==> src/design/dtp_pkg.sv <==
// ----------------------------------------------------------------------------
// dtp_pkg
// shared types and codes for the deadline timer pool
// ----------------------------------------------------------------------------
`default_nettype none

package dtp_pkg;

	// input actions
	typedef enum logic [1:0] {
		ACT_ARM_ONE  = 2'd0,
		ACT_ARM_CONT = 2'd1,
		ACT_CANCEL   = 2'd2,
		ACT_TICK     = 2'd3
	} action_t;

	// result codes
	typedef enum logic [2:0] {
		EV_ARMED   = 3'd0,
		EV_FULL    = 3'd1,
		EV_CANCEL  = 3'd2,
		EV_FIRED   = 3'd3,
		EV_NOTHING = 3'd4
	} event_t;

	// sequencer states
	typedef enum logic [3:0] {
		ST_IDLE,
		ST_ARM,
		ST_CANCEL,
		ST_DUE,
		ST_MIN,
		ST_SEL,
		ST_DIV,
		ST_PUSH,
		ST_DONE
	} state_t;

	localparam int FRAC_BITS = 10;
	localparam int CNT_W     = 4;
	localparam int PROG_W    = 11;
	localparam int SLOT_W    = 4;
	localparam int SEQ_W     = 16;
	localparam logic [PROG_W-1:0] PROG_FULL = 11'd1024;

	// one result beat, without the last flag
	typedef struct packed {
		event_t              event_res;
		logic [SLOT_W-1:0]   slot;
		logic [SEQ_W-1:0]    handle_seq;
		logic [PROG_W-1:0]   progress;
		logic                finished;
	} res_t;

	// divider status back to the sequencer
	typedef struct packed {
		logic              done;
		logic [PROG_W-1:0] quo;
	} div_sts_t;

endpackage

`default_nettype wire

==> src/design/deadline_timer_pool_core.sv <==
// ----------------------------------------------------------------------------
// deadline_timer_pool_core
// pool of timer slots with one-shot and continuous timers, fired in deadline
// order by a sequencer around a shared compare unit and a serial divider
// ----------------------------------------------------------------------------
// input channel s_axis: one beat per action (arm one-shot, arm continuous,
// cancel, tick). output channel m_axis: one result beat per arm or cancel,
// and one beat per fired timer on a tick (or one nothing-fired beat); tlast
// marks the final result beat of each action.
// an arm or cancel result beat is loaded into the output register from the
// arm or cancel state once that register is free. a tick first scans all
// SLOTS slots for due timers, then for each due slot runs a minimum search
// plus select, the divider for a continuous timer and a push (a cancelled
// due slot is freed with no push), then a last search and a final step
// that loads the last beat.
// one action is processed at a time: s_axis_tready is high only when the
// sequencer is idle. a result beat sits in the output register, so the next
// action is taken while it waits; the sequencer stalls only when it must
// write a new beat and the register is still full (m_axis_tready low).
// reset clears the in-use, cancel and continuous flags and the sequence counter; slot
// times and sequence numbers (set at arm) and due flags (set per scan) need no reset.
// ----------------------------------------------------------------------------
`default_nettype none

module deadline_timer_pool_core #(
	parameter int SLOTS     = 16,
	parameter int TIME_BITS = 32
) (
	input  wire logic        clk,
	input  wire logic        arst_n,
	// input beats
	input  wire logic        s_axis_tvalid,
	output logic             s_axis_tready,
	input  wire logic [71:0] s_axis_tdata,  // now[31:0], duration[63:32], cancel_slot[67:64]
	input  wire logic [1:0]  s_axis_tuser,  // action[1:0]
	// result beats
	output logic             m_axis_tvalid,
	input  wire logic        m_axis_tready,
	output logic [31:0]      m_axis_tdata,  // slot[3:0], handle_seq[19:4], progress[30:20],
	                                        // finished[31]
	output logic [2:0]       m_axis_tuser,  // event_res[2:0]
	output logic             m_axis_tlast
);
	import dtp_pkg::*;

	localparam int IW = $clog2(SLOTS);
	localparam int XW = (TIME_BITS > 32) ? TIME_BITS : 32;
	localparam int SW = XW + 1;
	localparam logic [IW-1:0] LAST_IDX = IW'(SLOTS - 1);
	localparam logic [TIME_BITS-1:0] TMAX = {TIME_BITS{1'b1}};

	// slot storage
	logic [TIME_BITS-1:0] deadline_q [SLOTS];
	logic [TIME_BITS-1:0] start_q    [SLOTS];
	logic [TIME_BITS-1:0] finish_q   [SLOTS];
	logic [SEQ_W-1:0]     seq_q      [SLOTS];
	logic [SLOTS-1:0]     in_use_q;
	logic [SLOTS-1:0]     cancelled_q;
	logic [SLOTS-1:0]     cont_q;
	logic [SLOTS-1:0]     due_q;
	logic [SEQ_W-1:0]     next_seq_q;

	// latched action
	action_t              act_q;
	logic [TIME_BITS-1:0] now_q;
	logic [31:0]          dur_q;
	logic [SLOT_W-1:0]    cs_q;

	// sequencer
	state_t               state_q, state_d;
	logic [IW-1:0]        idx_q;
	logic [IW-1:0]        best_q;
	logic [TIME_BITS-1:0] best_dl_q;
	logic                 found_q;
	res_t                 new_res_q;
	res_t                 pend_q;
	logic                 pend_valid_q;

	// output register
	logic                 m_valid_q;
	res_t                 m_res_q;
	logic                 m_last_q;

	logic                 out_free;
	logic                 out_load;
	res_t                 out_res;
	logic                 out_last;
	logic                 div_start;
	div_sts_t             div_sts;

	// arm helpers
	logic [SLOTS-1:0]     reclaim;
	logic [SLOTS-1:0]     use_rc;
	logic                 free_any;
	logic [IW-1:0]        free_idx;
	logic [SLOTS-1:0]     arm_bit;
	logic [SW-1:0]        sum;
	logic [TIME_BITS-1:0] end_time;
	logic                 cand;
	logic                 fin_now;

	assign out_free = !m_valid_q || m_axis_tready;

	// reclaim cancelled slots only when no slot is free
	always_comb begin
		reclaim  = (&in_use_q) ? (in_use_q & cancelled_q) : '0;
		use_rc   = in_use_q & ~reclaim;
		free_any = 1'b0;
		free_idx = '0;
		for (int i = SLOTS - 1; i >= 0; i--) begin
			if (!use_rc[i]) begin
				free_any = 1'b1;
				free_idx = IW'(i);
			end
		end
	end

	// one-hot mark of the slot taken by an arm
	assign arm_bit = free_any ? ({{(SLOTS-1){1'b0}}, 1'b1} << free_idx) : '0;

	// saturating now + duration
	assign sum      = SW'(now_q) + SW'(dur_q);
	assign end_time = (sum > {{(SW-TIME_BITS){1'b0}}, TMAX}) ? TMAX : TIME_BITS'(sum);

	// minimum search compare, one slot per cycle
	assign cand    = due_q[idx_q] && (!found_q || deadline_q[idx_q] < best_dl_q);
	assign fin_now = !(now_q < finish_q[best_q]);

	always_comb begin
		state_d       = state_q;
		s_axis_tready = 1'b0;
		out_load      = 1'b0;
		out_res       = '0;
		out_last      = 1'b0;
		div_start     = 1'b0;
		case (state_q)
			ST_IDLE: begin
				s_axis_tready = 1'b1;
				if (s_axis_tvalid) begin
					case (action_t'(s_axis_tuser))
						ACT_ARM_ONE,
						ACT_ARM_CONT: state_d = ST_ARM;
						ACT_CANCEL:   state_d = ST_CANCEL;
						default:      state_d = ST_DUE;
					endcase
				end
			end
			ST_ARM: begin
				if (out_free) begin
					out_load = 1'b1;
					out_last = 1'b1;
					if (free_any) begin
						out_res.event_res  = EV_ARMED;
						out_res.slot       = SLOT_W'(free_idx);
						out_res.handle_seq = next_seq_q;
					end else begin
						out_res.event_res = EV_FULL;
					end
					state_d = ST_IDLE;
				end
			end
			ST_CANCEL: begin
				if (out_free) begin
					out_load          = 1'b1;
					out_last          = 1'b1;
					out_res.event_res = EV_CANCEL;
					out_res.slot      = cs_q;
					state_d           = ST_IDLE;
				end
			end
			ST_DUE: begin
				if (idx_q == LAST_IDX) state_d = ST_MIN;
			end
			ST_MIN: begin
				if (idx_q == LAST_IDX) state_d = ST_SEL;
			end
			ST_SEL: begin
				if (!found_q) begin
					state_d = ST_DONE;
				end else if (cancelled_q[best_q]) begin
					state_d = ST_MIN;
				end else if (cont_q[best_q]) begin
					div_start = 1'b1;
					state_d   = ST_DIV;
				end else begin
					state_d = ST_PUSH;
				end
			end
			ST_DIV: begin
				if (div_sts.done) state_d = ST_PUSH;
			end
			ST_PUSH: begin
				// hold one fire back so the final one can carry last
				if (!pend_valid_q) begin
					state_d = ST_MIN;
				end else if (out_free) begin
					out_load = 1'b1;
					out_res  = pend_q;
					state_d  = ST_MIN;
				end
			end
			ST_DONE: begin
				if (out_free) begin
					out_load = 1'b1;
					out_last = 1'b1;
					if (pend_valid_q) out_res = pend_q;
					else              out_res.event_res = EV_NOTHING;
					state_d = ST_IDLE;
				end
			end
			default: state_d = ST_IDLE;
		endcase
	end

	dtp_div #(
		.TIME_BITS(TIME_BITS)
	) u_div (
		.clk    (clk),
		.arst_n (arst_n),
		.start  (div_start),
		.elapsed(now_q - start_q[best_q]),
		.span   (finish_q[best_q] - start_q[best_q]),
		.sts    (div_sts)
	);

	// control state
	always_ff @(posedge clk or negedge arst_n) begin
		if (!arst_n) begin
			state_q      <= ST_IDLE;
			idx_q        <= '0;
			found_q      <= 1'b0;
			pend_valid_q <= 1'b0;
			m_valid_q    <= 1'b0;
			in_use_q     <= '0;
			cancelled_q  <= '0;
			cont_q       <= '0;
			next_seq_q   <= '0;
		end else begin
			state_q <= state_d;
			if (out_load)           m_valid_q <= 1'b1;
			else if (m_axis_tready) m_valid_q <= 1'b0;

			if (state_q == ST_DUE || state_q == ST_MIN)
				idx_q <= (idx_q == LAST_IDX) ? '0 : idx_q + 1'b1;
			if (state_q == ST_MIN && cand) found_q <= 1'b1;
			if (state_q == ST_SEL)         found_q <= 1'b0;

			case (state_q)
				ST_ARM: begin
					if (out_free) begin
						in_use_q    <= use_rc | arm_bit;
						cancelled_q <= cancelled_q & ~reclaim & ~arm_bit;
						cont_q      <= (cont_q & ~reclaim & ~arm_bit) |
							((act_q == ACT_ARM_CONT) ? arm_bit : '0);
						if (free_any) next_seq_q <= next_seq_q + 1'b1;
					end
				end
				ST_CANCEL: begin
					for (int i = 0; i < SLOTS; i++)
						if (int'(cs_q) == i && in_use_q[i]) cancelled_q[i] <= 1'b1;
				end
				ST_SEL: begin
					if (found_q && (cancelled_q[best_q] || !cont_q[best_q])) begin
						in_use_q[best_q]    <= 1'b0;
						cancelled_q[best_q] <= 1'b0;
						cont_q[best_q]      <= 1'b0;
					end
				end
				ST_DIV: begin
					if (div_sts.done && fin_now) begin
						in_use_q[best_q] <= 1'b0;
						cont_q[best_q]   <= 1'b0;
					end
				end
				ST_PUSH: begin
					if (!pend_valid_q) pend_valid_q <= 1'b1;
				end
				ST_DONE: begin
					if (out_free) pend_valid_q <= 1'b0;
				end
				default: ;
			endcase
		end
	end

	// payload and slot storage
	always_ff @(posedge clk) begin
		if (s_axis_tvalid && s_axis_tready) begin
			act_q <= action_t'(s_axis_tuser);
			now_q <= TIME_BITS'(s_axis_tdata[31:0]);
			dur_q <= s_axis_tdata[63:32];
			cs_q  <= s_axis_tdata[67:64];
		end
		if (out_load) begin
			m_res_q  <= out_res;
			m_last_q <= out_last;
		end
		if (state_q == ST_ARM && out_free && free_any) begin
			start_q[free_idx] <= now_q;
			seq_q[free_idx]   <= next_seq_q;
			if (act_q == ACT_ARM_CONT) begin
				deadline_q[free_idx] <= now_q;
				finish_q[free_idx]   <= end_time;
			end else begin
				deadline_q[free_idx] <= end_time;
				finish_q[free_idx]   <= end_time;
			end
		end
		if (state_q == ST_DUE)
			due_q[idx_q] <= in_use_q[idx_q] && (deadline_q[idx_q] <= now_q);
		if (state_q == ST_MIN && cand) begin
			best_q    <= idx_q;
			best_dl_q <= deadline_q[idx_q];
		end
		if (state_q == ST_SEL && found_q) begin
			due_q[best_q] <= 1'b0;
			new_res_q     <= '{event_res: EV_FIRED, slot: SLOT_W'(best_q),
				handle_seq: seq_q[best_q], progress: '0, finished: 1'b1};
		end
		if (state_q == ST_DIV && div_sts.done) begin
			new_res_q <= '{event_res: new_res_q.event_res, slot: new_res_q.slot,
				handle_seq: new_res_q.handle_seq, progress: div_sts.quo,
				finished: fin_now};
			if (!fin_now) deadline_q[best_q] <= now_q;
		end
		if (state_q == ST_PUSH && (!pend_valid_q || out_free))
			pend_q <= new_res_q;
	end

	assign m_axis_tvalid = m_valid_q;
	assign m_axis_tuser  = m_res_q.event_res;
	assign m_axis_tdata  = {m_res_q.finished, m_res_q.progress, m_res_q.handle_seq,
		m_res_q.slot};
	assign m_axis_tlast  = m_last_q;

	// a free slot never carries a cancel mark
	a_cancel_in_use: assert property (@(posedge clk) disable iff (!arst_n)
		(cancelled_q & ~in_use_q) == '0)
		else $error("cancel mark on free slot");

	// no held-back fire survives into idle
	a_pend_idle: assert property (@(posedge clk) disable iff (!arst_n)
		state_q == ST_IDLE |-> !pend_valid_q)
		else $error("pending result left in idle");

	// divider answers only while the sequencer waits for it
	a_div_state: assert property (@(posedge clk) disable iff (!arst_n)
		div_sts.done |-> state_q == ST_DIV)
		else $error("divider result outside divide state");

	// scan index rests at zero between scans
	a_idx_rest: assert property (@(posedge clk) disable iff (!arst_n)
		state_q == ST_IDLE |-> idx_q == '0)
		else $error("scan index not at rest");

endmodule

`default_nettype wire

==> src/design/dtp_div.sv <==
// ----------------------------------------------------------------------------
// dtp_div
// restoring fraction divider, one quotient bit per cycle, saturates at one
// ----------------------------------------------------------------------------
`default_nettype none

module dtp_div #(
	parameter int TIME_BITS = 32
) (
	input  wire logic                 clk,
	input  wire logic                 arst_n,
	input  wire logic                 start,
	input  wire logic [TIME_BITS-1:0] elapsed,
	input  wire logic [TIME_BITS-1:0] span,
	output dtp_pkg::div_sts_t         sts
);
	import dtp_pkg::*;

	logic                 busy_q;
	logic                 chk_q;
	logic                 done_q;
	logic                 full_q;
	logic [CNT_W-1:0]     cnt_q;
	logic [TIME_BITS-1:0] r_q;
	logic [TIME_BITS-1:0] span_q;
	logic [FRAC_BITS-1:0] q_q;
	logic [TIME_BITS:0]   two_r;
	logic                 ge;

	assign two_r = {r_q, 1'b0};
	assign ge    = two_r >= {1'b0, span_q};

	always_ff @(posedge clk or negedge arst_n) begin
		if (!arst_n) begin
			busy_q <= 1'b0;
			chk_q  <= 1'b0;
			done_q <= 1'b0;
			cnt_q  <= '0;
		end else begin
			done_q <= 1'b0;
			if (start) begin
				busy_q <= 1'b1;
				chk_q  <= 1'b1;
				cnt_q  <= '0;
			end else if (chk_q) begin
				chk_q <= 1'b0;
				// elapsed at or past span: complete
				if (r_q >= span_q) begin
					busy_q <= 1'b0;
					done_q <= 1'b1;
				end
			end else if (busy_q) begin
				cnt_q <= cnt_q + 1'b1;
				if (cnt_q == CNT_W'(FRAC_BITS - 1)) begin
					busy_q <= 1'b0;
					done_q <= 1'b1;
				end
			end
		end
	end

	always_ff @(posedge clk) begin
		if (start) begin
			r_q    <= elapsed;
			span_q <= span;
			q_q    <= '0;
		end else if (chk_q) begin
			full_q <= r_q >= span_q;
		end else if (busy_q) begin
			if (ge) begin
				r_q <= TIME_BITS'(two_r - {1'b0, span_q});
				q_q <= {q_q[FRAC_BITS-2:0], 1'b1};
			end else begin
				r_q <= two_r[TIME_BITS-1:0];
				q_q <= {q_q[FRAC_BITS-2:0], 1'b0};
			end
		end
	end

	assign sts.done = done_q;
	assign sts.quo  = full_q ? PROG_FULL : PROG_W'(q_q);

endmodule

`default_nettype wire
==> config.mk <==
export PLATFORM = sky130hd
export DESIGN_NAME = deadline_timer_pool_core
export DESIGN_NICKNAME = d
export VERILOG_FILES = /design/src/design/dtp_pkg.sv /design/src/design/deadline_timer_pool_core.sv /design/src/design/dtp_div.sv
export SDC_FILE = /design/constraint.sdc
export NUM_CORES = 2
export LEC_CHECK = 0
export ABC_CLOCK_PERIOD_IN_PS = 18100
export BUFFER_PORTS_ARGS = -buffer_cell sky130_fd_sc_hd__buf_2
export CORE_UTILIZATION = 40
export CTS_BUF_LIST = sky130_fd_sc_hd__clkbuf_8
export DETAILED_ROUTE_END_ITERATION = 6
export GPL_TIMING_DRIVEN = 0
export PLACE_DENSITY = 0.65
export SYNTH_ARGS = -nofsm -noshare
export SYNTH_HDL_FRONTEND = slang
export SYNTH_SLANG_ARGS = --single-unit
export TNS_END_PERCENT = 20
==> constraint.sdc <==
create_clock -name clk -period 18.1 [get_ports clk]
set_clock_uncertainty 0.05 [all_clocks]
set_input_delay 3.62 -clock clk [delete_from_list [all_inputs] [get_ports clk]]
set_output_delay 3.62 -clock clk [all_outputs]
set_load 0.01 [all_outputs]
==> impl_metrics.py <==
metrics = {
    "run_status": {
        "outcome": "complete, but fails checks",
        "violations": "design-rule violations, max-capacitance violations, max-slew violations",
    },
    "die": {
        "die_y_um": 485,
        "rows": 177,
        "core_mm2": 0.232,
        "start_util_pct": 40.2,
        "io_pins": 116,
        "dieArea_mm2": 0.235,
        "die_x_um": 485,
    },
    "critical_path": {
        "slowest_stage": "buf_1",
        "crit_path_end": "deadline_q[9][22]",
        "worstPathRequired_ps": 18810,
        "reg2reg_to": "deadline_q[9][22]",
        "reg2reg_slack_ps": 9200,
        "path_depth": 19,
        "max_stage_delay_ps": 910,
        "cp_cell_sequence": "buf_2, clkbuf_1, clkbuf_1, buf_1, mux4_2, mux4_2, inv_1, ha_1, a21o_1, a21o_1, a21oi_1, o21a_1, o21a_1, o2111ai_1, a21oi_1, nand2_1, o22ai_1, nor2b_4, buf_12",
        "critical_path_class": "reg -> reg",
        "crit_fanout": 18,
        "crit_buf_inv": 6,
        "cp-start-kind": "flop",
        "r2r_cells": 19,
        "critPathTopFamily": "buffers and inverters",
        "crit_path_end_kind": "flop",
        "arrival_ps": 9610,
    },
    "global_route": {
        "grt_max_degree": 62,
        "grt_pass1_wl_mm": 379,
        "grt_pass1_vias": 53500,
        "grt-ovfl-total": 0,
        "track_usage_pct": 22.5,
        "antenna_found_initial": 15,
    },
    "worst_hold_path": {
        "hold_path.class": "reg -> reg",
    },
    "synth": {
        "synth_xor_area_share_pct": 1.12,
        "synth_top_family_by_area": "multiplexers",
        "synth_mux_area_share_pct": 14.8,
        "synth_cell_types": 92,
        "ys_seq_elements": 2175,
        "synth_top_area_share_pct": 66.3,
        "synthSimpleGateAreaFrac_pct": 4.34,
        "avgSynthCellArea_um2": 18.0,
        "synth_compound_area_share_pct": 5.31,
        "synth.net_count": 5542,
        "ys.flop_type": "edfxtp_1",
        "syn-instance-count": 5201,
        "ys_top_cells_by_area": "edfxtp_1 (66%), mux4_2 (14%), ha_1 (3.5%)",
        "synth-warning-count": 0,
        "syn_area_mm2": 0.0934,
        "synthAdderAreaFrac_pct": 3.55,
        "synth.largest_area_cell": "edfxtp_1",
        "yosysSeqAreaShare_pct": 69.2,
        "synthArstFlopShare_pct": 3.77,
        "synth_edf_count": 2063,
    },
    "clock_tree": {
        "insertion_delay_ps": 1100,
        "cts_hold_buffers": 0,
        "cts_max_level": 5,
        "cts-resized-gates": 0,
        "numClockSinks": 2175,
        "cts_setup_buffers": 0,
        "clock_path_buffers": 4,
        "cts-root-buf": "clkbuf_8",
        "cts_tree": "yes",
        "path_clk_slew_ps": 60,
        "cts_buffers": 357,
    },
    "power": {
        "power_density_mw_per_mm2": 137,
        "peakVddDrop_mv": 0.107,
        "total_leakage_power_nw": 36.6,
    },
    "timing": {
        "max_slew_margin_pct": -3.09,
        "finalCritPeriodShare_pct": 49.2,
        "hold_violations": 0,
        "fmax_mhz": 112,
        "fin_ws_ps": 9200,
        "setup_tns_ps": 0,
        "worstMarginPinSlew_ps": 1550,
        "hold_slack_ps": 368,
        "slew_violations": 21,
        "setup_viol": 0,
        "rsz0062_at_grt": "no",
        "finalCriticalPeriod_ps": 8900,
    },
    "drt": {
        "drt_iter0_markers": 6786,
        "vias_per_cell": 5.83,
        "ant_nets": 0,
        "routedWlPerCell_um": 29.3,
        "dr.pass1.iters": 7,
        "drc": 1,
        "dr_total_vias": 53100,
        "drt_wl_total_mm": 266,
    },
    "place": {
        "placedInstanceArea_mm2": 0.100,
        "gp_congestion": 0.933,
        "dp_slack_ps": 9270,
        "portBuffers": 111,
        "dp_hpwl_mm": 179,
    },
    "run": {
        "max_cap_violations": 2,
    },
    "final_layout": {
        "nFillCells": 19500,
        "final_area_mm2": 0.107,
        "fin_nets": 6124,
        "syn2layout_area_growth_pct": 14.4,
        "drive_above_1_share_pct": 22.7,
    },
}
==> through the flow <==
stage	utilization [%]	total power, W	std cells
6_report	46.0	0.0147	9099
5_1_grt	46.0	0.0153	9097
4_1_cts	45.9	0.0147	9088
3_5_place_dp	43.1	0.0106	8462
3_3_place_gp	42.1	0.0104	8355
2_1_floorplan	-	0.00900	5201
==> how the worst min path moves through the flow <==
stage / slack (ps) / cells after the start / to / from
2_1_floorplan: 350 / 0 / pend_q[0] / new_res_q[0]
3_3_place_gp: 350 / 0 / pend_q[30] / new_res_q[30]
3_5_place_dp: 350 / 0 / pend_q[0] / new_res_q[0]
4_1_cts: 360 / 0 / pend_q[18] / new_res_q[18]
5_1_grt: 370 / 0 / pend_q[25] / new_res_q[25]
6_report: 370 / 0 / pend_q[7] / new_res_q[7]
==> where the power goes <==
part | internal [W] | switching, W | total, W
registers | 0.00630 | 0.000253 | 0.00656
clock network | 0.00217 | 0.00195 | 0.00412
logic | 0.00144 | 0.00257 | 0.00401
total | 0.00991 | 0.00477 | 0.0147
==> kinds of logic after synthesis <==
group / after synthesis
flops: 2175
simple gates: 824
mux: 653
buf+inv: 422
xor+xnor: 119
fa+ha+maj: 263
compound gates: 745
==> worst register-to-register path: cells and delay by family (launching register included) <==
| family | cells | cell delay [ps] |
|---|---|---|
| muxes | 2 | 1250 |
| buffers and inverters | 6 | 3060 |
| AOI/OAI and AO/OA | 8 | 2170 |
| and+or+nand+nor | 2 | 1340 |
| adders and majority gates | 1 | 240 |
| DFF | 1 | 450 |
==> cell type report <==
cell class,count,area [um2],share of cell area (%)
clock buffer,380,5230,4.89
clock inverter,246,1460,1.36
multi-input combinational,2604,27600,25.8
buffer,206,826,0.773
sequential,2175,64600,60.4
tap,3043,3810,3.56
inverter,216,811,0.759
antenna,6,15.0,0.0140
timing repair buffer,223,2570,2.41
==> registers in the layout, indices dropped and copies added, names as in the netlist, 256 cells and up, named ones only <==
register / count
start_q: 512
finish_q: 512
seq_q: 256
deadline_q: 512
==> cells in the mapped netlist, drive strengths merged, types with 48 or more instances <==
cell type / instances
a21o: 101
a21oi: 165
nor2b: 48
ha: 259
and2: 52
buf: 68
mux4: 579
nor2: 205
o21ai: 157
nor3: 50
nand2: 229
xnor2: 81
clkbuf: 138
nand3: 58
edfxtp: 2063
mux2i: 62
dfrtp: 82
inv: 216
==> layer usage <==
metal  vias to the layer above  part of all wire (%)  GRT usage [%]
met5                         -                 0.014              0
met2                      2675                    47           35.2
met3                       502                   9.1           4.79
li1                      22300                     -              -
met4                         6                   3.7           8.58
met1                     27600                    41           30.8
==> cells in the final DEF, fill, tap and decap left out, types with 25 or more instances in the layout <==
| cell | synthesis | layout |
|---|---|---|
| mux4_2 | 578 | 578 |
| o21ai_0 | 149 | 128 |
| buf_2 | 22 | 132 |
| and3_1 | 31 | 31 |
| o21ai_1 | 7 | 28 |
| a22o_1 | 26 | 26 |
| o21a_1 | 37 | 37 |
| nand3_1 | 58 | 58 |
| dfrtp_1 | 82 | 82 |
| buf_1 | 43 | 43 |
| nor2_1 | 204 | 173 |
| mux2i_1 | 62 | 61 |
| dfxtp_1 | 30 | 30 |
| a21oi_1 | 162 | 161 |
| ha_1 | 259 | 259 |
| a31oi_1 | 42 | 39 |
| edfxtp_1 | 2063 | 2063 |
| buf_12 | 0 | 63 |
| inv_1 | 216 | 322 |
| nor2_4 | 1 | 31 |
| nand2b_1 | 41 | 40 |
| o211ai_1 | 25 | 25 |
| clkbuf_1 | 138 | 136 |
| nor2b_1 | 48 | 38 |
| nand4_1 | 36 | 36 |
| nand2_1 | 228 | 228 |
| nor3_1 | 48 | 44 |
| a211oi_1 | 25 | 25 |
| xor2_1 | 38 | 38 |
| buf_6 | 3 | 32 |
| clkinv_1 | 0 | 82 |
| xnor2_1 | 81 | 81 |
| and2_1 | 52 | 46 |
| a21o_1 | 101 | 101 |
| clkinv_2 | 0 | 29 |
| clkbuf_8 | 0 | 380 |
Power figures use the tool's default switching activity.
